--- src/design/kvt_pkg.sv ---
// Shared constants, codes and types for the key-value table.
`timescale 1ns / 1ps
package kvt_pkg;

   localparam int CAPACITY    = 256;
   localparam int KEY_BITS    = 32;
   localparam int VALUE_BITS  = 32;
   localparam int IDX_BITS    = $clog2(CAPACITY);
   localparam int CNT_BITS    = $clog2(CAPACITY + 1);
   localparam int CMD_BITS    = 2;
   localparam int STATUS_BITS = 3;

   localparam int REQ_FIELD_BITS = CMD_BITS + KEY_BITS + VALUE_BITS;
   localparam int REQ_DATA_BITS  = ((REQ_FIELD_BITS + 7) / 8) * 8;
   localparam int RSP_FIELD_BITS = STATUS_BITS + VALUE_BITS + CNT_BITS;
   localparam int RSP_DATA_BITS  = ((RSP_FIELD_BITS + 7) / 8) * 8;
   localparam int RSP_PAD_BITS   = RSP_DATA_BITS - RSP_FIELD_BITS;

   localparam int QUEUE_DEPTH = 2;
   localparam int QPTR_BITS   = $clog2(QUEUE_DEPTH);
   localparam int QCNT_BITS   = $clog2(QUEUE_DEPTH + 1);

   localparam logic [CMD_BITS-1:0] CMD_PUT    = 2'd0;
   localparam logic [CMD_BITS-1:0] CMD_GET    = 2'd1;
   localparam logic [CMD_BITS-1:0] CMD_DELETE = 2'd2;

   typedef enum logic [1:0] {
      OP_PUT,
      OP_GET,
      OP_DELETE,
      OP_NONE
   } op_type;

   typedef enum logic [STATUS_BITS-1:0] {
      STATUS_REPLACED  = 3'd0,
      STATUS_REUSED    = 3'd1,
      STATUS_APPENDED  = 3'd2,
      STATUS_FOUND     = 3'd3,
      STATUS_EMPTY     = 3'd4,
      STATUS_NOT_FOUND = 3'd5,
      STATUS_FULL      = 3'd6
   } status_type;

   typedef enum logic [1:0] {
      BS_IDLE,
      BS_SCAN,
      BS_APPLY
   } back_state_type;

   typedef struct packed {
      op_type                op;
      logic [KEY_BITS-1:0]   key;
      logic [VALUE_BITS-1:0] value;
   } cmd_type;

endpackage

--- src/design/kvt_queue.sv ---
// Short request queue between intake and table engine.
`timescale 1ns / 1ps
module kvt_queue (
   input  logic             clock,
   input  logic             reset,
   input  logic             in_valid,
   output logic             in_ready,
   input  kvt_pkg::cmd_type in_cmd,
   output logic             out_valid,
   input  logic             out_ready,
   output kvt_pkg::cmd_type out_cmd
);
   import kvt_pkg::*;

   cmd_type                entry_ff [QUEUE_DEPTH];
   logic [QPTR_BITS-1:0]   wr_ptr_ff, wr_ptr_in;
   logic [QPTR_BITS-1:0]   rd_ptr_ff, rd_ptr_in;
   logic [QCNT_BITS-1:0]   count_ff, count_in;
   logic                   push, pop;

   assign in_ready  = count_ff != QCNT_BITS'(QUEUE_DEPTH);
   assign out_valid = count_ff != '0;
   assign out_cmd   = entry_ff[rd_ptr_ff];
   assign push      = in_valid && in_ready;
   assign pop       = out_valid && out_ready;

   always_comb begin
      wr_ptr_in = push ? QPTR_BITS'(wr_ptr_ff + 1'b1) : wr_ptr_ff;
      rd_ptr_in = pop  ? QPTR_BITS'(rd_ptr_ff + 1'b1) : rd_ptr_ff;
      count_in  = count_ff;
      if (push && !pop) begin
         count_in = QCNT_BITS'(count_ff + 1'b1);
      end else if (pop && !push) begin
         count_in = QCNT_BITS'(count_ff - 1'b1);
      end
   end

   always_ff @(posedge clock) begin
      if (reset) begin
         wr_ptr_ff <= '0;
         rd_ptr_ff <= '0;
         count_ff  <= '0;
      end else begin
         wr_ptr_ff <= wr_ptr_in;
         rd_ptr_ff <= rd_ptr_in;
         count_ff  <= count_in;
      end
   end

   always_ff @(posedge clock) begin
      if (push) begin
         entry_ff[wr_ptr_ff] <= in_cmd;
      end
   end

endmodule

--- config.mk ---
export PLATFORM = sky130hd
export DESIGN_NAME = kvt_queue
export DESIGN_NICKNAME = d
export VERILOG_FILES = /design/src/design/kvt_pkg.sv /design/src/design/kvt_queue.sv
export SDC_FILE = /design/constraint.sdc
export NUM_CORES = 1
export LEC_CHECK = 0
export BUFFER_PORTS_ARGS = -buffer_cell sky130_fd_sc_hd__buf_4
export CAP_MARGIN = 15
export CORE_MARGIN = 5
export CORE_UTILIZATION = 40
export CTS_CLUSTER_DIAMETER = 100
export DETAILED_ROUTE_END_ITERATION = 12
export GPL_TIMING_DRIVEN = 0
export HOLD_SLACK_MARGIN = 0.08
export PLACE_DENSITY = 0.69
export SYNTH_ARGS = -nofsm -noshare
export SYNTH_HDL_FRONTEND = slang
export SYNTH_SLANG_ARGS = --single-unit
--- constraint.sdc ---
create_clock -name clock -period 5.3 [get_ports clock]
set_input_delay 0 -clock clock [delete_from_list [all_inputs] [get_ports clock]]
set_output_delay 0 -clock clock [all_outputs]
set_load 0.01 [all_outputs]
* Word-level counts from Yosys, hierarchy flattened
Memory sizes are Yosys's and may differ from the RTL's. A register that Yosys moved wholly into a read port is not among the register bits. Index checks and enable logic that the tools add are counted.
Word-level totals: register bits 4, ROM bits 0, RAM bits 132, logic and storage cells 23, bits in latches 0, memories 1, output and inout bits 68
Operators by class: multiplexer cells 6, $lt $le $gt $ge 0, reduce and logical (&&, ||, !) cells 8, add/subtract/negate cells 4, eq/ne operators 1, divide/modulo/power cells 0, multipliers 0, shift-type cells 0, bitwise logic cells 0
Memory list:
- entry_ff | words 2, bits a word 66, read ports 1, clocked after memory_dff 1, wr ports 1, RTL line kvt_queue.sv:15 | cmd_type entry_ff [QUEUE_DEPTH];
Operators by type and width (count):
- logical AND 1 bit | 4
- two-way mux 1 bit | 4
- two-way mux 2 bit | 2
- nonzero test 2 bit | 2
- adder 1 bit, second input constant | 2
- adder 2 x 1 -> 2 bit, second input constant | 1
- zero test 1 bit | 2
- inequality test 2 bit, second input constant | 1
- subtractor 2 x 1 -> 2 bit, second input constant | 1

* Depth between registers and ports, before layout
depth in word-level cells 6, mapped depth 6, depth with buffers taken out 6

* Worst setup path after synthesis
OpenSTA, ideal clock, no wires.
kind register -> register, from reg count_ff[0], to mem entry_ff[1][0] in the netlist's numbering (enable), setup slack 2.630 ns, data arrival time 2.238 ns, period minus slack after synthesis 2.670 ns, cell stages (with the launch flop) 3, required time 4.869 ns, path through dfxtp_1 nand2b_1 and3_1
On the way: longest elaborated chain between the ends 4
RTL lines:
- from (decl) | RTL line kvt_queue.sv:18 | logic [QCNT_BITS-1:0] count_ff, count_in;
- from (signal assigned) | RTL line kvt_queue.sv:46 | count_ff <= count_in;
- inequality test 2 bit | RTL line kvt_queue.sv:21 | assign in_ready = count_ff != QCNT_BITS'(QUEUE_DEPTH);
- via in_ready | RTL line kvt_queue.sv:7 | output logic in_ready,
- logical AND 1 bit | RTL line kvt_queue.sv:24 | assign push = in_valid && in_ready;
- two-way mux 1 bit | RTL line kvt_queue.sv:51 | if (push) begin
- two-way mux 1 bit (implied by the code) | RTL line kvt_queue.sv:52 | entry_ff[wr_ptr_ff] <= in_cmd;
- to (decl) | RTL line kvt_queue.sv:15
The timed path passes the listed nets, and every way through them passes these cells.

* Worst setup path after layout
from reg count_ff[0], to mem entry_ff[0][33] in the netlist's numbering (enable)
On the way: longest elaborated chain between the ends 4
RTL lines (RTL line):
- inequality test 2 bit | kvt_queue.sv:21
- logical AND 1 bit | kvt_queue.sv:24
- two-way mux 1 bit | kvt_queue.sv:51
- two-way mux 1 bit (implied by the code) | kvt_queue.sv:52
Every way passes these cells.

==> results by group <==
Critical path
  – Worst r2r dst: entry_ff[0][33]
  – Reg-to-reg startpoint: count_ff[0]
  – Crit. End Element: flip-flop
  – CP Launch Type: flip-flop
  – Worst Path Required: 5.33 ns
  – R2r worst-path depth: 3
  – Max Fanout on Critical Path: 66
  – Setup CP Type: flip-flop to flip-flop
  – WP data arrival: 1.92 ns
  – Reg2Reg Setup Slack: 3.41 ns

Routing
  – ANT nets after route: 0
  – Avg WL per Cell: 15.8 um
  – Initial drt markers: 156
  – 1st-pass router iterations: 6
  – # DRC: 0
  – Drt total wl: 10.1 mm
  – Vias/cell: 4.52
  – Via count: 2886

Power
  – NetSw: 0.000857 W
  – Reg power frac: 38.5%
  – Peak supply drop: 0.312 mV
  – Clock network fraction of total power: 37.1%
  – Lkg Pwr: 2.89 nW
  – Switching share of power: 23.7%
  – Part of the power in combinational logic: 24.4%
  – Int Pwr: 0.00276 W
  – PwrDens: 473 mW/mm^2

STA
  – Clk_skew: 0.00451 ns
  – Unrepaired setup endpoints after global routing: false
  – Max-slew violations: 0
  – # setup viols final: 0
  – Hold Slack: 0.315 ns
  – Final Hold Viols: 0
  – Slew margin rel.: 42.5%
  – Tmin final: 1.89 ns
  – Worst slew pin tran: 0.862 ns
  – Fin Setup TNS: 0 ns
  – Final worst-path cycle share: 35.7%
  – Final worst slack: 3.41 ns
  – Max Freq: 0.529 GHz

Placement
  – Dpl ws: 3.40 ns
  – Final Wtd Congestion: 0.714
  – I/O Buffers: 137
  – Final HPWL DP: 6.22 mm
  – Placed cell count: 535

Min path
  – Hold Startpoint: in_cmd[56]
  – Hold Crit Class: input port to flip-flop
  – Hold Path End: entry_ff[1][56]
  – Worst hold stages: 2

Cells and area
  – Most frequent cells in the layout: 138 x buf_4, 132 x edfxtp_1, 70 x dlygate4sd3_1, 66 x mux2_2, 17 x clkbuf_16
  – Total Nets Final: 527
  – Layout cells sized above 1: 52.0%
  – Area growth syn-to-layout: 53.1%
  – Register area: 0.00406 sq mm
  – Most common cell after layout, fill and taps aside: buf_4
  – Layout Cells excl Fill: 638
  – FILL cells: 904
  – Area of the multi-input gates: 867 sq um

Global routing
  – Grt ovf: 0
  – First-pass GRT wire length: 16.0 mm
  – Total GRT Usage: 14.3%
  – Initial antenna violation count: 1
  – Largest net degree at the start of global routing: 67
  – Vias in the first global route: 3270

Logic synthesis
  – Synth Warn #: 0
  – Largest family of logic cells by synthesized area: multiplexers
  – Cell accounting for the most synthesized area: edfxtp_1
  – Synth Net Count: 300
  – Multiplexer share of the synthesized area: 14.9%
  – Compound-Gate Fraction of Synth Area: 0.602%
  – Synth unique cells: 19
  – Simple-gate portion of the synthesized area: 1.00%
  – XOR/XNOR Fraction of Synth Area: 0.526%
  – Most area-consuming cells after synthesis: edfxtp_1 79%, mux2_2 15%, dfxtp_1 2.0%
  – Seq/Total Area, Yosys: 81.4%
  – #FFs+latches synth: 137
  – Synthesized netlist cell count: 229
  – Syn_area_per_cell: 21.8 sq um
  – Mapped Area: 0.00499 sq mm
  – Post-Synth Adder-Cell Area: 0.251%
  – Top cell type's share of synthesized area: 79.4%

Clock tree
  – Clk_lat worst skew: 0.41 ns
  – CTS Buffer Depth: 2
  – Clk slew on worst S/H paths: 0.06 ns
  – Root Buffer: clkbuf_16
  – CTS resizes: 0
  – Clock sink count: 137
  – CTS Buf Count: 17
  – CTS HTree Levels: 4
  – CTS tree: done

Floorplanning
  – Die W: 122 um
  – Initial core utilization: 41.2%
  – Die area: 0.0148 sq mm
  – Row count: 40
  – Die height: 122 um
  – Core ar.: 0.0121 sq mm
  – I/O pin total: 138

Run status
  – Status: complete, no violations

Job
  – Max Cap Viol: 0
flip-flops by register name, indices dropped and copies added (netlist names), named ones only:
| register | count |
|---|---|
| rd_ptr_ff | 1 |
| wr_ptr_ff | 1 |
| entry_ff | 132 |
| count_ff | 2 |
power groups by stage:
stage                     sequential (W)  clock [W]  combinational (W)
after CTS                        0.00139    0.00137           0.000902
after global routing             0.00140    0.00143           0.000954
after detailed placement         0.00141          0           0.000849
after floorplan                  0.00141          0           0.000465
final                            0.00139    0.00134           0.000882
after global placement           0.00142          0           0.000838
cell usage after synthesis:
cell      number
and2_1         1
buf_6          4
a21oi_1        2
a21bo_2        1
nor2_1         3
o21ai_0        2
and3_1         1
mux2_2        66
buf_2          2
nand3b_1       1
or2_2          1
buf_4          1
ha_1           1
inv_1          1
or3_1          1
dfxtp_1        5
edfxtp_1     132
xor2_1         3
nand2b_1       1
logic make-up after synthesis:
kind of cell    Yosys count
compound gates            5
xor+xnor                  3
fa+ha+maj                 1
buf+inv                   8
flops                   137
mux                      66
simple gates              9
per-stage QoR:
step                cell area [sq um]  power (W)  util, %
finish                           7640    0.00362     63.1
global route                     7640    0.00379     63.1
CTS                              7640    0.00366     63.1
detailed placement               6260    0.00226     51.7
global placement                 6230    0.00226     51.4
floorplan                        4990    0.00187        -
worst max-delay path: stages (launching register included):
cell and delay (ns):
dfxtp_1 0.41, nand2b_1 0.22, nand3b_1 0.18, inv_4 0.67
per-layer routing:
layer  track usage [%]  part of all wire [%]  up-vias
met5                 0                     0        -
met2              24.8                    53      102
met4              5.81                   2.2        0
met3              5.43                   6.3       18
li1                  -                     -     1364
met1              15.7                    39     1402
worst max-delay path by stage:
| stage | from | slack [ns] | endpoint |
|---|---|---|---|
| detailed placement | count_ff[0] | 3.40 | entry_ff[0][7] |
| CTS | count_ff[0] | 3.38 | entry_ff[0][7] |
| floorplan | count_ff[0] | 2.63 | entry_ff[1][0] |
| global route | count_ff[0] | 3.29 | entry_ff[0][34] |
| finish | count_ff[0] | 3.41 | entry_ff[0][33] |
| global placement | count_ff[0] | 1.76 | entry_ff[1][28] |
cell type report:
class / count / share of cell area (%)
Antenna cell: 1 / 0.0327
Buffer: 7 / 0.819
Clock buffer: 17 / 5.57
Clock inverter: 15 / 3.32
Inverter: 1 / 0.0819
Multi-Input combinational cell: 84 / 11.3
Sequential cell: 137 / 53.2
Tap cell: 168 / 2.75
Timing Repair Buffer: 208 / 22.9
timing repair:
action,CTS,global route
endpoints found under the hold margin,137,0
buffers inserted,0,0
hold buffers,70,0
Power figures use the tool's default switching activity.
