===== src/design/kvt_pkg.sv =====
// Shared constants, codes and types for the key-value table.
`timescale 1ns / 1ps
package kvt_pkg;

   localparam int CAPACITY    = 256;
   localparam int KEY_BITS    = 32;
   localparam int VALUE_BITS  = 32;
   localparam int IDX_BITS    = $clog2(CAPACITY);
   localparam int CNT_BITS    = $clog2(CAPACITY + 1);
   localparam int CMD_BITS    = 2;
   localparam int STATUS_BITS = 3;

   localparam int REQ_FIELD_BITS = CMD_BITS + KEY_BITS + VALUE_BITS;
   localparam int REQ_DATA_BITS  = ((REQ_FIELD_BITS + 7) / 8) * 8;
   localparam int RSP_FIELD_BITS = STATUS_BITS + VALUE_BITS + CNT_BITS;
   localparam int RSP_DATA_BITS  = ((RSP_FIELD_BITS + 7) / 8) * 8;
   localparam int RSP_PAD_BITS   = RSP_DATA_BITS - RSP_FIELD_BITS;

   localparam int QUEUE_DEPTH = 2;
   localparam int QPTR_BITS   = $clog2(QUEUE_DEPTH);
   localparam int QCNT_BITS   = $clog2(QUEUE_DEPTH + 1);

   localparam logic [CMD_BITS-1:0] CMD_PUT    = 2'd0;
   localparam logic [CMD_BITS-1:0] CMD_GET    = 2'd1;
   localparam logic [CMD_BITS-1:0] CMD_DELETE = 2'd2;

   typedef enum logic [1:0] {
      OP_PUT,
      OP_GET,
      OP_DELETE,
      OP_NONE
   } op_type;

   typedef enum logic [STATUS_BITS-1:0] {
      STATUS_REPLACED  = 3'd0,
      STATUS_REUSED    = 3'd1,
      STATUS_APPENDED  = 3'd2,
      STATUS_FOUND     = 3'd3,
      STATUS_EMPTY     = 3'd4,
      STATUS_NOT_FOUND = 3'd5,
      STATUS_FULL      = 3'd6
   } status_type;

   typedef enum logic [1:0] {
      BS_IDLE,
      BS_SCAN,
      BS_APPLY
   } back_state_type;

   typedef struct packed {
      op_type                op;
      logic [KEY_BITS-1:0]   key;
      logic [VALUE_BITS-1:0] value;
   } cmd_type;

endpackage


===== src/design/kvt_front.sv =====
// Request intake: register the request and classify its command.
`timescale 1ns / 1ps
module kvt_front (
   input  logic                              clock,
   input  logic                              reset,
   input  logic                              req_tvalid,
   output logic                              req_tready,
   input  logic [kvt_pkg::REQ_DATA_BITS-1:0] req_tdata,
   output logic                              push_valid,
   input  logic                              push_ready,
   output kvt_pkg::cmd_type                  push_cmd
);
   import kvt_pkg::*;

   logic    slot_valid_ff, slot_valid_in;
   cmd_type slot_ff, slot_in;
   op_type  op;
   logic    accept;

   always_comb begin
      unique case (req_tdata[CMD_BITS-1:0])
         CMD_PUT:    op = OP_PUT;
         CMD_GET:    op = OP_GET;
         CMD_DELETE: op = OP_DELETE;
         default:    op = OP_NONE;
      endcase
   end

   assign req_tready = !slot_valid_ff || push_ready;
   assign accept     = req_tvalid && req_tready;
   assign push_valid = slot_valid_ff;
   assign push_cmd   = slot_ff;

   always_comb begin
      slot_in       = slot_ff;
      slot_valid_in = slot_valid_ff;
      if (accept) begin
         slot_in.op    = op;
         slot_in.key   = req_tdata[CMD_BITS +: KEY_BITS];
         slot_in.value = req_tdata[CMD_BITS + KEY_BITS +: VALUE_BITS];
         slot_valid_in = 1'b1;
      end else if (push_ready) begin
         slot_valid_in = 1'b0;
      end
   end

   always_ff @(posedge clock) begin
      if (reset) begin
         slot_valid_ff <= 1'b0;
      end else begin
         slot_valid_ff <= slot_valid_in;
      end
   end

   always_ff @(posedge clock) begin
      slot_ff <= slot_in;
   end

endmodule


===== config.mk =====
export PLATFORM = sky130hd
export DESIGN_NAME = kvt_front
export DESIGN_NICKNAME = d
export VERILOG_FILES = /design/src/design/kvt_pkg.sv /design/src/design/kvt_front.sv
export SDC_FILE = /design/constraint.sdc
export NUM_CORES = 1
export LEC_CHECK = 0
export BUFFER_PORTS_ARGS = -buffer_cell sky130_fd_sc_hd__buf_2
export CAP_MARGIN = 20
export CORE_ASPECT_RATIO = 1.5
export CORE_MARGIN = 1
export CORE_UTILIZATION = 38
export CTS_BUF_LIST = sky130_fd_sc_hd__clkbuf_2 sky130_fd_sc_hd__clkbuf_4 sky130_fd_sc_hd__clkbuf_8
export DETAILED_ROUTE_END_ITERATION = 10
export GPL_TIMING_DRIVEN = 0
export PLACE_DENSITY = 0.78
export RECOVER_POWER = 50
export SKIP_LAST_GASP = 1
export SLEW_MARGIN = 20
export SYNTH_ARGS = -nofsm -noshare
export SYNTH_HDL_FRONTEND = slang
export SYNTH_SLANG_ARGS = --single-unit

===== constraint.sdc =====
create_clock -name clock -period 1.5 [get_ports clock]
set_clock_uncertainty 0.05 [all_clocks]
set_input_delay 0.45 -clock clock [delete_from_list [all_inputs] [get_ports clock]]
set_output_delay 0.45 -clock clock [all_outputs]
set_load 0.03 [all_outputs]

* Word-level counts from Yosys, hierarchy flattened
Index checks and enable logic that the tools add are counted.
** Operators by class
- Eq/ne operators :: 2
- Muxes and demuxes :: 3
- Reductions and logical operators :: 5
** Operators with widths (number)
- $pmux W2 S3 :: 1
- $eq A2 B1 Y1 const B :: 1
- $eq A2 B2 Y1 const B :: 1
- $logic_not A2 Y1 :: 1
- $mux W1 :: 2
- $reduce_bool A2 Y1 :: 1
- $logic_and A1 B1 Y1 :: 1
- $logic_not A1 Y1 :: 1
- $logic_or A1 B1 Y1 :: 1
** Word-level totals
- Bits in registers :: 67
- Output and inout port bits :: 68

* Depth between registers and ports, before layout
Gate-level depths: netlist of the first run.
- Depth in word-level cells :: 4
- Mapped depth :: 2

* Least setup slack after synthesis of the first run
No wires, ideal clock.
- Path kind :: in2reg
- Start point :: input push_ready
- End point :: register slot_ff, in the netlist push_cmd[0], enable pin
- Library setup time :: 377 ps
- Arrival time :: 1205 ps
- Setup slack :: -133 ps
- Stages on the path :: 2
- Cell sequence :: nand2b_4 -> and2_4
** On the way
- Cells in the longest elaborated chain, start to end :: 2
** Ends and longest elaborated chain
- start, declared :: line kvt_front.sv:10 : input logic push_ready,
- $logic_or A1 B1 Y1 :: line kvt_front.sv:29 : assign req_tready = !slot_valid_ff || push_ready;
- $logic_and A1 B1 Y1 :: line kvt_front.sv:30 : assign accept = req_tvalid && req_tready;
- via accept :: line kvt_front.sv:18 : logic accept;
- end signal, assigned :: line kvt_front.sv:56 : slot_ff <= slot_in;
- end, declared :: line kvt_front.sv:16 : cmd_type slot_ff, slot_in;
The timed path passes the listed nets, and every way through them passes these cells.
A chain may end at the register's enable or synchronous reset.

* Worst setup path in the final report of the first run
- Start point :: register slot_valid_ff (netlist: push_valid)
- End point :: output req_tready
** On the way
- Cells in the longest elaborated chain, start to end :: 2
** Ends and longest elaborated chain
- start, declared :: line kvt_front.sv:15 : logic slot_valid_ff, slot_valid_in;
- start signal, assigned :: line kvt_front.sv:51 : slot_valid_ff <= slot_valid_in;
- $logic_not A1 Y1 :: line kvt_front.sv:29
- $logic_or A1 B1 Y1 :: line kvt_front.sv:29
- end, declared :: line kvt_front.sv:7 : output logic req_tready,
Every way passes these cells.

==> results of run 1 <==
[repair_timing]
action | 4_1_cts | 5_1_grt
endpoints found under the setup margin | 66 | 1
pin swaps | 1 | 0
setup buffers | 0 | 0
gates resized for setup | 1 | 2
hold buffers | 0 | 0
hold endpoints to repair | 0 | 0
cloned | 1 | 0
[sequential cells by signal, indices dropped and copies added (netlist names)]
name	flops
push_valid	1
push_cmd	66
[through the flow]
stage	cells	hold WS, ps	utilization, %	total power (W)	TNS [ps]
floorplan	73	462.4	-	0.002520	-8749
global placement	276	431.0	54.31	0.002700	-17590
detailed placement	276	444.3	54.31	0.002713	-19790
CTS	293	194.9	58.67	0.004299	0
global route	293	177.1	58.75	0.004424	0
finish	293	197.8	58.75	0.004264	0
[cells by family (layout without fill, tap and decap cells)]
kind of cell	after synthesis	after routing	synth area share [%]
DFF	67	67	97.92
buffers and inverters	3	154	0.5508
and+or+nand+nor	2	3	1.102
AOI/OAI and AO/OA	1	1	0.4285
[layer usage]
layer	vias to the layer above	track usage, %	wire length, um
li1	584	-	-
met1	566	13.72	1415
met2	77	24.10	2183
met3	10	7.052	371
met4	0	11.11	133
met5	-	0	0
[layout by cell type (no fill, tap or decap)]
cell type,n
and2_4,2
inv_1,1
bufinv_16,2
clkinv_1,2
clkbuf_1,2
buf_2,134
a21oi_2,1
clkinvlp_4,1
nand2b_4,1
clkinv_4,2
edfxtp_1,66
dfxtp_2,1
clkbuf_4,1
clkbuf_8,9
[worst paths after layout]
kind                            depth (start not counted)                    start                       to  slack [ps]
worst max-delay path                                    2  push_valid$_SDFFE_PP0P_               req_tready          50
worst min-delay path                                    2                    reset  push_valid$_SDFFE_PP0P_         200
worst max register to register                          2  push_valid$_SDFFE_PP0P_   push_cmd[55]$_DFFE_PP_         250
worst min register to register                          2  push_valid$_SDFFE_PP0P_  push_valid$_SDFFE_PP0P_         450
[power by group through the flow]
stage / Sequential (W) / Combinational (W) / Clock [W]
after detailed placement: 0.00225 / 0.000459 / 0
after floorplan: 0.00248 / 0.0000434 / 0
after global routing: 0.00222 / 0.000486 / 0.00172
after global placement: 0.00225 / 0.000451 / 0
after CTS: 0.00221 / 0.000464 / 0.00162
final: 0.00221 / 0.000460 / 0.00159
[final cells by class]
class | instances | area, sq um | area share (%)
Buffer | 2 | 7.507 | 0.2474
Clock buffer | 9 | 123.9 | 4.082
Clock inverter | 7 | 92.59 | 3.052
Inverter | 1 | 3.754 | 0.1237
Multi-Input combinational cell | 4 | 40.04 | 1.320
Sequential cell | 67 | 2003 | 66.02
Tap cell | 68 | 85.08 | 2.804
Timing Repair Buffer | 135 | 678.2 | 22.35
[worst max-delay path, delay by kind of cell, from the launching register on]
family        cells  cell delay (ps)
buf+inv           1              190
flops             1              340
simple gates      1               90
==> summary.txt, run 1 <==
STA
  • Final worst setup slack: 46.58 ps
  • Clock period minus worst slack: 1453 ps
  • Max_slew headroom: 71.49%
  • Number of setup violations in the final report: 0
  • Tightest Pin Transition: 427.7 ps
  • F_max: 688.0 MHz
  • Tcrit/Tclk final: 96.89%
  • Setup repair after global routing missed its margin: no
  • Hold Violations, Final: 0
  • Max-slew violation total from the final report: 0

Critical path
  • Ordered list of cells on the worst path: nand2b_4, clkbuf_4
  • Crit-path max FO: 4
  • Slowest Stage Delay on Critical Path: 340 ps
  • Slowest cell on crit path: dfxtp_2
  • Required time at the worst-slack endpoint: 1000 ps
  • CP Class: reg2out
  • Type of element capturing the critical path: output port
  • Startpoint types: flop
  • Worst Path Arrival: 950 ps

Placed design
  • IO Port Bufs: 135
  • Post-place setup slack: -301.8 ps
  • Cell area after placement: 0.002805 sq mm
  • Last weighted congestion value of the routability-driven placer: 0.6669
  • Detailed-placement wirelength estimate: 2935 um

Yosys
  • Post-synthesis instance area: 0.002044 sq mm
  • Proportion of netlist area held by the largest area contributor: 96.94%
  • Top post-synthesis cells by count: 66 x edfxtp_1, 2 x clkbuf_1
  • Flip-flop cell with the highest count after synthesis: edfxtp_1
  • Synth area leaders: edfxtp_1 97%, dfxtp_1 0.98%, nand2b_4 0.67%
  • Count of flip-flops with a built-in enable after synthesis: 66
  • Post-synthesis net count: 149
  • Leading area contributor after synthesis: edfxtp_1
  • Post-synthesis average cell area: 28.01 sq um
  • Count of cell types in the netlist: 7
  • Yosys warning count: 0
  • Most repeated cell in the gate-level netlist after synthesis: edfxtp_1
  • Fraction of the yosys area taken by sequential cells: 97.92%
  • Ys async rst share: 0%
  • Synthesized instance count: 73
  • Count of state elements after synthesis: 67

Global routing
  • Global route total overflow: 0
  • Number of global-route vias before repair: 1195
  • Maximum number of pins on one net before global-route repair: 34
  • First-pass GRT wire length: 5492 um
  • Global-route usage over all layers: 14.93%
  • Antenna violations before repair: 0

Power
  • Net switching power figure: 0.001010 W
  • Static leakage: 1.310 nW
  • Reg power frac: 51.8%
  • Power per unit of standard cell area: 1405 mW/mm^2
  • Clock Power Share: 37.4%
  • Worst IR Drop VDD: 0.0009426 V
  • Part of the total power dissipated in combinational logic: 10.8%
  • Switching share of total power: 23.69%
  • Internal power: 0.003254 W

Final layout
  • Layout cell share with drive strength beyond 1: 68.44%
  • Filler instances: 420
  • Antenna diodes: 0
  • Net total in the final layout: 296
  • Area of all placed cells without fillers: 0.003034 sq mm
  • Relative area change from synthesis to final layout: 48.41%

CTS
  • CTS Buf Count: 9
  • Post-CTS clock slew at the launch and capture registers of the worst setup and hold paths: 70 ps
  • CTS H-tree lvls: 3
  • Number of sinks handled by clock tree synthesis: 67
  • Clock tree from TritonCTS: yes
  • Clock root buffer: clkbuf_8
  • Buffer depth of the longest clock path: 2
  • Clock latency of the later-clocked register in the worst-skew pair: 340 ps

Floorplan
  • Initial Util: 39.58%
  • Width of the die: 61.89 um
  • Core Area: 0.005165 sq mm
  • Io pins: 144
  • Area of the die: 0.005684 sq mm
  • Vertical die dimension: 91.84 um
  • Site Rows: 32

Run
  • Max cap viols: 0

Routing
  • Remaining number of nets flagged by the antenna check after routing: 0
  • Final wirelength: 4103 um
  • DRT Pass-1 Iters: 4
  • Number of vias per cell after detailed routing: 4.222
  • Average routed wire per standard cell: 14.00 um
  • Detailed Route Iter0 Violations: 27
  • Total via count in the routed design: 1237
  • Total DRC errors in the routed layout: 0

Status
  • Result of the run: finished clean

Worst hold path
  • Type of the worst min-delay path: in2reg
No activity file was read; power rests on OpenSTA's default activity.
==> inputs of run 2 (changes only) <==
--- a/config.mk
+++ b/config.mk
@@ -8,7 +8,7 @@
 export BUFFER_PORTS_ARGS = -buffer_cell sky130_fd_sc_hd__buf_2
 export CAP_MARGIN = 20
 export CORE_ASPECT_RATIO = 1.5
-export CORE_MARGIN = 1
+export CORE_MARGIN = 10
 export CORE_UTILIZATION = 38
 export CTS_BUF_LIST = sky130_fd_sc_hd__clkbuf_2 sky130_fd_sc_hd__clkbuf_4 sky130_fd_sc_hd__clkbuf_8
 export DETAILED_ROUTE_END_ITERATION = 10
==> summary.txt, run 2 (synthesis results as in run 1) <==
Placed design
  • Post-place setup slack: -302.7 ps (-0.9760 ps)
  • Number of cells in the design after placement: 276 (unchanged)
  • Last weighted congestion value of the routability-driven placer: 0.6992 (+4.8%)
  • IO Port Bufs: 135 (unchanged)

Final layout
  • Filler instances: 412 (-1.9%)
  • Non-filler cells in the finished layout: 293 (unchanged)
  • Commonest non-fill, non-tap cell in the layout: buf_2
  • Utilization after layout: 59.23% (+0.48 points)
  • Commonest cells after routing, fill and taps aside: 135 x buf_2, 66 x edfxtp_1, 9 x clkbuf_8
  • Net total in the final layout: 296 (unchanged)
  • Relative area change from synthesis to final layout: 49.63%
  • Largest register FFs: 66 (unchanged)
  • Layout cell share with drive strength beyond 1: 69.33% (+0.89 points)
  • Antenna diodes: 0 (unchanged)

STA
  • Tightest Pin Transition: 424.3 ps (-3.421 ps)
  • Setup TNS: 0 ps (unchanged)
  • Setup repair after global routing missed its margin: no
  • F_max: 690.5 MHz (+0.36%)
  • Max-slew violation total from the final report: 0 (unchanged)
  • Clock period minus worst slack: 1448 ps (-5.166 ps)
  • Hold Violations, Final: 0 (unchanged)
  • Final worst setup slack: 51.74 ps (+5.166 ps)
  • Max_slew headroom: 71.71% (+0.23 points)
  • Number of setup violations in the final report: 0 (unchanged)
  • Tcrit/Tclk final: 96.55% (-0.34 points)

Critical path
  • Ordered list of cells on the worst path: nand2b_4, buf_2
  • Crit-path max FO: 4 (unchanged)
  • Reg2Reg Capture Point: push_cmd[3]$_DFFE_PP_
  • Register-to-register setup slack: 270 ps (+20 ps)
  • Number of cells traversed by the worst register-to-register path: 2 (unchanged)
  • CP Class: reg2out
  • Startpoint types: flop
  • Crit path buf inv count: 1 (unchanged)
  • Slowest Stage Delay on Critical Path: 330 ps (about the same)
  • RR Startpoint: push_valid$_SDFFE_PP0P_
  • Worst Path Arrival: 950 ps (about the same)
  • Type of element capturing the critical path: output port
  • CP delay by family, top: flip-flops
  • Required time at the worst-slack endpoint: 1000 ps (about the same)
  • Slowest cell on crit path: dfxtp_2

CTS
  • Clock latency of the later-clocked register in the worst-skew pair: 340 ps (about the same)
  • Post-CTS Setup Bufs: 0 (unchanged)
  • Clock root buffer: clkbuf_8
  • Count of hold buffers inserted by post-cts repair: 0 (unchanged)
  • Number of sinks handled by clock tree synthesis: 67 (unchanged)
  • CTS Buf Count: 9 (unchanged)
  • CTS H-tree lvls: 3 (unchanged)
  • Clock tree from TritonCTS: yes
  • Buffer depth of the longest clock path: 2 (unchanged)
  • Post-CTS clock slew at the launch and capture registers of the worst setup and hold paths: 70 ps (about the same)

Routing
  • DRT Pass-1 Iters: 4 (unchanged)
  • Total DRC errors in the routed layout: 0 (unchanged)
  • Final wirelength: 5213 um (+27%)
  • Total via count in the routed design: 1210 (-2.2%)
  • Remaining number of nets flagged by the antenna check after routing: 0 (unchanged)
  • Number of vias per cell after detailed routing: 4.130 (-2.2%)
  • Detailed Route Iter0 Violations: 60 (+120%)
  • Average routed wire per standard cell: 17.79 um (+27%)

Floorplan
  • Vertical die dimension: 109.8 um (+20%)
  • Width of the die: 79.89 um (+29%)
  • Initial Util: 39.58% (unchanged)
  • Core Area: 0.005165 sq mm (unchanged)
  • Io pins: 144 (unchanged)
  • Area of the die: 0.008775 sq mm (+54%)
  • Site Rows: 32 (unchanged)

Global routing
  • Maximum number of pins on one net before global-route repair: 34 (unchanged)
  • Global-route usage over all layers: 11.61% (-3.3 points)
  • Global route total overflow: 0 (unchanged)
  • Number of global-route vias before repair: 1343 (+12%)
  • Antenna violations before repair: 0 (unchanged)
  • First-pass GRT wire length: 7279 um (+33%)

Status
  • Result of the run: finished clean

Worst hold path
  • Type of the worst min-delay path: in2reg
  • Capture endpoint of the worst hold path: push_valid$_SDFFE_PP0P_
  • Cell depth of the worst min-delay path: 2 (unchanged)
  • Startpoint of the tightest hold check path: reset

Power
  • Total Power: 0.004463 W (+4.7%)
  • Power per unit of standard cell area: 1459 mW/mm^2 (+3.8%)
  • Worst IR Drop VDD: 0.0007283 V (-23%)
  • Static leakage: 1.328 nW (+1.4%)

Run
  • Max cap viols: 0 (unchanged)
[run 2: stage by stage]
step,instance area (sq um),hold slack [ps]
2_1_floorplan,2044,462.4
3_3_place_gp,2805,434.7
3_5_place_dp,2805,437.9
4_1_cts,3058,186.9
5_1_grt,3059,188.0
6_report,3059,203.2
[run 2: worst register-to-register path, stage by stage (launching register included)]
cell and delay, ps:
dfxtp_2 330, nand2b_4 80, and2_4 420
[run 2: final cells by class]
type | count | area (sq um) | share of cell area (%)
Sequential cell | 67 | 2003 | 65.48
Timing Repair Buffer | 135 | 675.6 | 22.09
Clock buffer | 10 | 131.4 | 4.294
Clock inverter | 6 | 112.6 | 3.681
Tap cell | 68 | 85.08 | 2.781
Multi-Input combinational cell | 4 | 40.04 | 1.309
Buffer | 2 | 7.507 | 0.2454
Inverter | 1 | 3.754 | 0.1227
[run 2: power breakdown]
group	switching, W	total, W	leakage [nW]	internal [W]
combinational	0.000329	0.000466	0.557	0.000138
sequential	0.0000227	0.00221	0.647	0.00219
clock	0.000659	0.00179	0.124	0.00113
[run 2: how the worst max path moves through the flow]
stage | from | to | cells past startpoint
3_5_place_dp | push_ready | push_cmd[53]$_DFFE_PP_ | 3
6_report | push_valid$_SDFFE_PP0P_ | req_tready | 2
4_1_cts | push_valid$_SDFFE_PP0P_ | req_tready | 2
2_1_floorplan | push_ready | push_cmd[0]$_DFFE_PP_ | 2
3_3_place_gp | push_ready | push_cmd[53]$_DFFE_PP_ | 3
5_1_grt | push_valid$_SDFFE_PP0P_ | req_tready | 2
[run 2: metal layers]
layer  track usage (%)  up-vias  part of all wire, %  wire [um]
met5                 0        -                    0          0
met1             10.93      537                   34       1788
li1                  -      586                    -          -
met4             6.061        0                  1.7         91
met2             18.30       79                   51       2645
met3             8.415        8                   13        688
[run 2: what timing repair did]
action                                  in CTS  in global routing
gates cloned                                 1                  0
endpoints found under the setup margin      66                  1
resized for setup                            1                  1
pin swaps                                    1                  0
==> inputs of run 3 (changes only) <==
--- a/config.mk
+++ b/config.mk
@@ -8,7 +8,7 @@
 export BUFFER_PORTS_ARGS = -buffer_cell sky130_fd_sc_hd__buf_2
 export CAP_MARGIN = 20
 export CORE_ASPECT_RATIO = 1.5
-export CORE_MARGIN = 10
+export CORE_MARGIN = 2
 export CORE_UTILIZATION = 38
 export CTS_BUF_LIST = sky130_fd_sc_hd__clkbuf_2 sky130_fd_sc_hd__clkbuf_4 sky130_fd_sc_hd__clkbuf_8
 export DETAILED_ROUTE_END_ITERATION = 10
==> summary.txt, run 3 (synthesis results as in run 1) <==
Critical path
  • CP Class: reg2out
  • RR Startpoint: push_valid$_SDFFE_PP0P_
  • Startpoint types: flop
  • Crit-path max FO: 4 (unchanged)
  • Launch point of the worst path: push_valid$_SDFFE_PP0P_
  • Worst Path Arrival: 950 ps (about the same)
  • Type of element capturing the critical path: output port
  • Register-to-register setup slack: 230 ps (-40 ps)
  • Required time at the worst-slack endpoint: 1000 ps (about the same)

Routing
  • Number of vias per cell after detailed routing: 4.363 (+5.6%)
  • Detailed Route Iter0 Violations: 58 (-3.3%)
  • Final wirelength: 4494 um (-14%)
  • DRT Pass-1 Iters: 4 (unchanged)
  • Total DRC errors in the routed layout: 0 (unchanged)
  • Remaining number of nets flagged by the antenna check after routing: 0 (unchanged)
  • Total via count in the routed design: 1274 (+5.3%)
  • Average routed wire per standard cell: 15.39 um (-13%)

Floorplan
  • Initial Util: 39.58% (unchanged)
  • Io pins: 144 (unchanged)
  • Vertical die dimension: 93.84 um (-15%)
  • Core Area: 0.005165 sq mm (unchanged)
  • Area of the die: 0.005995 sq mm (-32%)
  • Site Rows: 32 (unchanged)
  • Width of the die: 63.89 um (-20%)

Global routing
  • First-pass GRT wire length: 6216 um (-15%)
  • Global route total overflow: 0 (unchanged)
  • Antenna violations before repair: 0 (unchanged)
  • Global-route usage over all layers: 14.81% (+3.2 points)
  • Number of global-route vias before repair: 1289 (-4.0%)
  • Maximum number of pins on one net before global-route repair: 34 (unchanged)

STA
  • Hold Violations, Final: 0 (unchanged)
  • Clock period minus worst slack: 1448 ps (+0.1718 ps)
  • Setup repair after global routing missed its margin: no
  • F_max: 690.4 MHz (about the same)
  • Max-slew violation total from the final report: 0 (unchanged)
  • Max_slew headroom: 71.24% (-0.47 points)
  • Tcrit/Tclk final: 96.56% (about the same)
  • Final worst setup slack: 51.57 ps (-0.1718 ps)
  • Number of setup violations in the final report: 0 (unchanged)
  • Tightest hold margin: 226.0 ps (+22.82 ps)
  • Tightest Pin Transition: 431.4 ps (+7.055 ps)

Final layout
  • Commonest cells after routing, fill and taps aside: 135 x buf_2, 66 x edfxtp_1, 9 x clkbuf_8
  • Commonest non-fill, non-tap cell in the layout: buf_2
  • Layout cell share with drive strength beyond 1: 68.30% (-1.0 points)
  • Net total in the final layout: 296 (unchanged)
  • Antenna diodes: 0 (unchanged)
  • Largest register FFs: 66 (unchanged)
  • Relative area change from synthesis to final layout: 46.57%

Placed design
  • IO Port Bufs: 135 (unchanged)
  • Detailed-placement wirelength estimate: 3311 um
  • Last weighted congestion value of the routability-driven placer: 0.6882 (-1.6%)
  • Post-place setup slack: -305.0 ps (-2.302 ps)

CTS
  • CTS Buf Count: 9 (unchanged)
  • Post-CTS clock slew at the launch and capture registers of the worst setup and hold paths: 60 ps (about the same)
  • Clock root buffer: clkbuf_8
  • Count of hold buffers inserted by post-cts repair: 0 (unchanged)
  • Clock tree from TritonCTS: yes
  • Buffer depth of the longest clock path: 2 (unchanged)
  • Number of sinks handled by clock tree synthesis: 67 (unchanged)
  • Post-CTS Setup Bufs: 0 (unchanged)
  • Clock latency of the later-clocked register in the worst-skew pair: 320 ps (-20 ps)
  • CTS H-tree lvls: 3 (unchanged)

Worst hold path
  • Type of the worst min-delay path: in2reg
  • Startpoint of the tightest hold check path: reset

Run
  • Max cap viols: 0 (unchanged)

Power
  • Worst IR Drop VDD: 0.0009320 V (+28%)
  • Static leakage: 1.290 nW (-2.9%)
  • Power per unit of standard cell area: 1343 mW/mm^2 (-8.0%)

Status
  • Result of the run: finished clean
==> run 3: cell types whose count changed in the layout (fill, tap and decap cells not counted), sizes merged <==
cell	before	now
bufinv	3	1
clkinvlp	0	2
clkbuf	12	11
clkinv	2	3
inv	2	1
==> run 3: path summary, 6_finish.rpt <==
check / end / cells past startpoint
max: req_tready / 2
max reg2reg: push_cmd[52]$_DFFE_PP_ / 2
min reg2reg: push_valid$_SDFFE_PP0P_ / 2
min: push_valid$_SDFFE_PP0P_ / 2
==> run 3: area by class of cell <==
class	instances	area, sq um
multi-input combinational	4	40.04
buffer	2	7.507
fill	424	2168
sequential	67	2003
inverter	1	3.754
clock buffer	9	123.9
tap	68	85.08
clock inverter	6	57.56
timing repair buffer	135	675.6
==> run 3: worst max-delay path, stage by stage, from the launching register on <==
cell and delay, ps:
dfxtp_2 340, nand2b_4 90, buf_2 200
==> run 3: repair_timing <==
item,CTS,global route
endpoints found under the setup margin,66,1
gates resized for setup,1,1
cloned,1,0
hold endpoints to repair,0,0
pin swaps,1,0
==> run 3: power by group <==
group	leakage (nW)	switching (W)	internal [W]
clock	0.0862	0.000607	0.000743
sequential	0.647	0.0000249	0.00219
combinational	0.557	0.000324	0.000138
total	1.29	0.000956	0.00307
==> run 3: stage by stage <==
| step | area, sq um | TNS, ps | cells | total power (W) | util (%) |
|---|---|---|---|---|---|
| after global routing | 2997 | 0 | 292 | 0.004186 | 58.02 |
| after global placement | 2805 | -17770 | 276 | 0.002703 | 54.31 |
| after CTS | 2995 | 0 | 292 | 0.004083 | 57.99 |
| after detailed placement | 2805 | -19960 | 276 | 0.002718 | 54.31 |
| final | 2997 | 0 | 292 | 0.004024 | 58.02 |
| after floorplan | 2044 | -8749 | 73 | 0.002520 | - |
==> run 3: metal layers <==
metal / vias up / GRT usage, % / wire (um)
li1: 581 / - / -
met1: 602 / 14.00 / 1434
met2: 85 / 27.26 / 2550
met3: 6 / 6.355 / 447
met4: 0 / 6.159 / 61
met5: - / 0 / 0
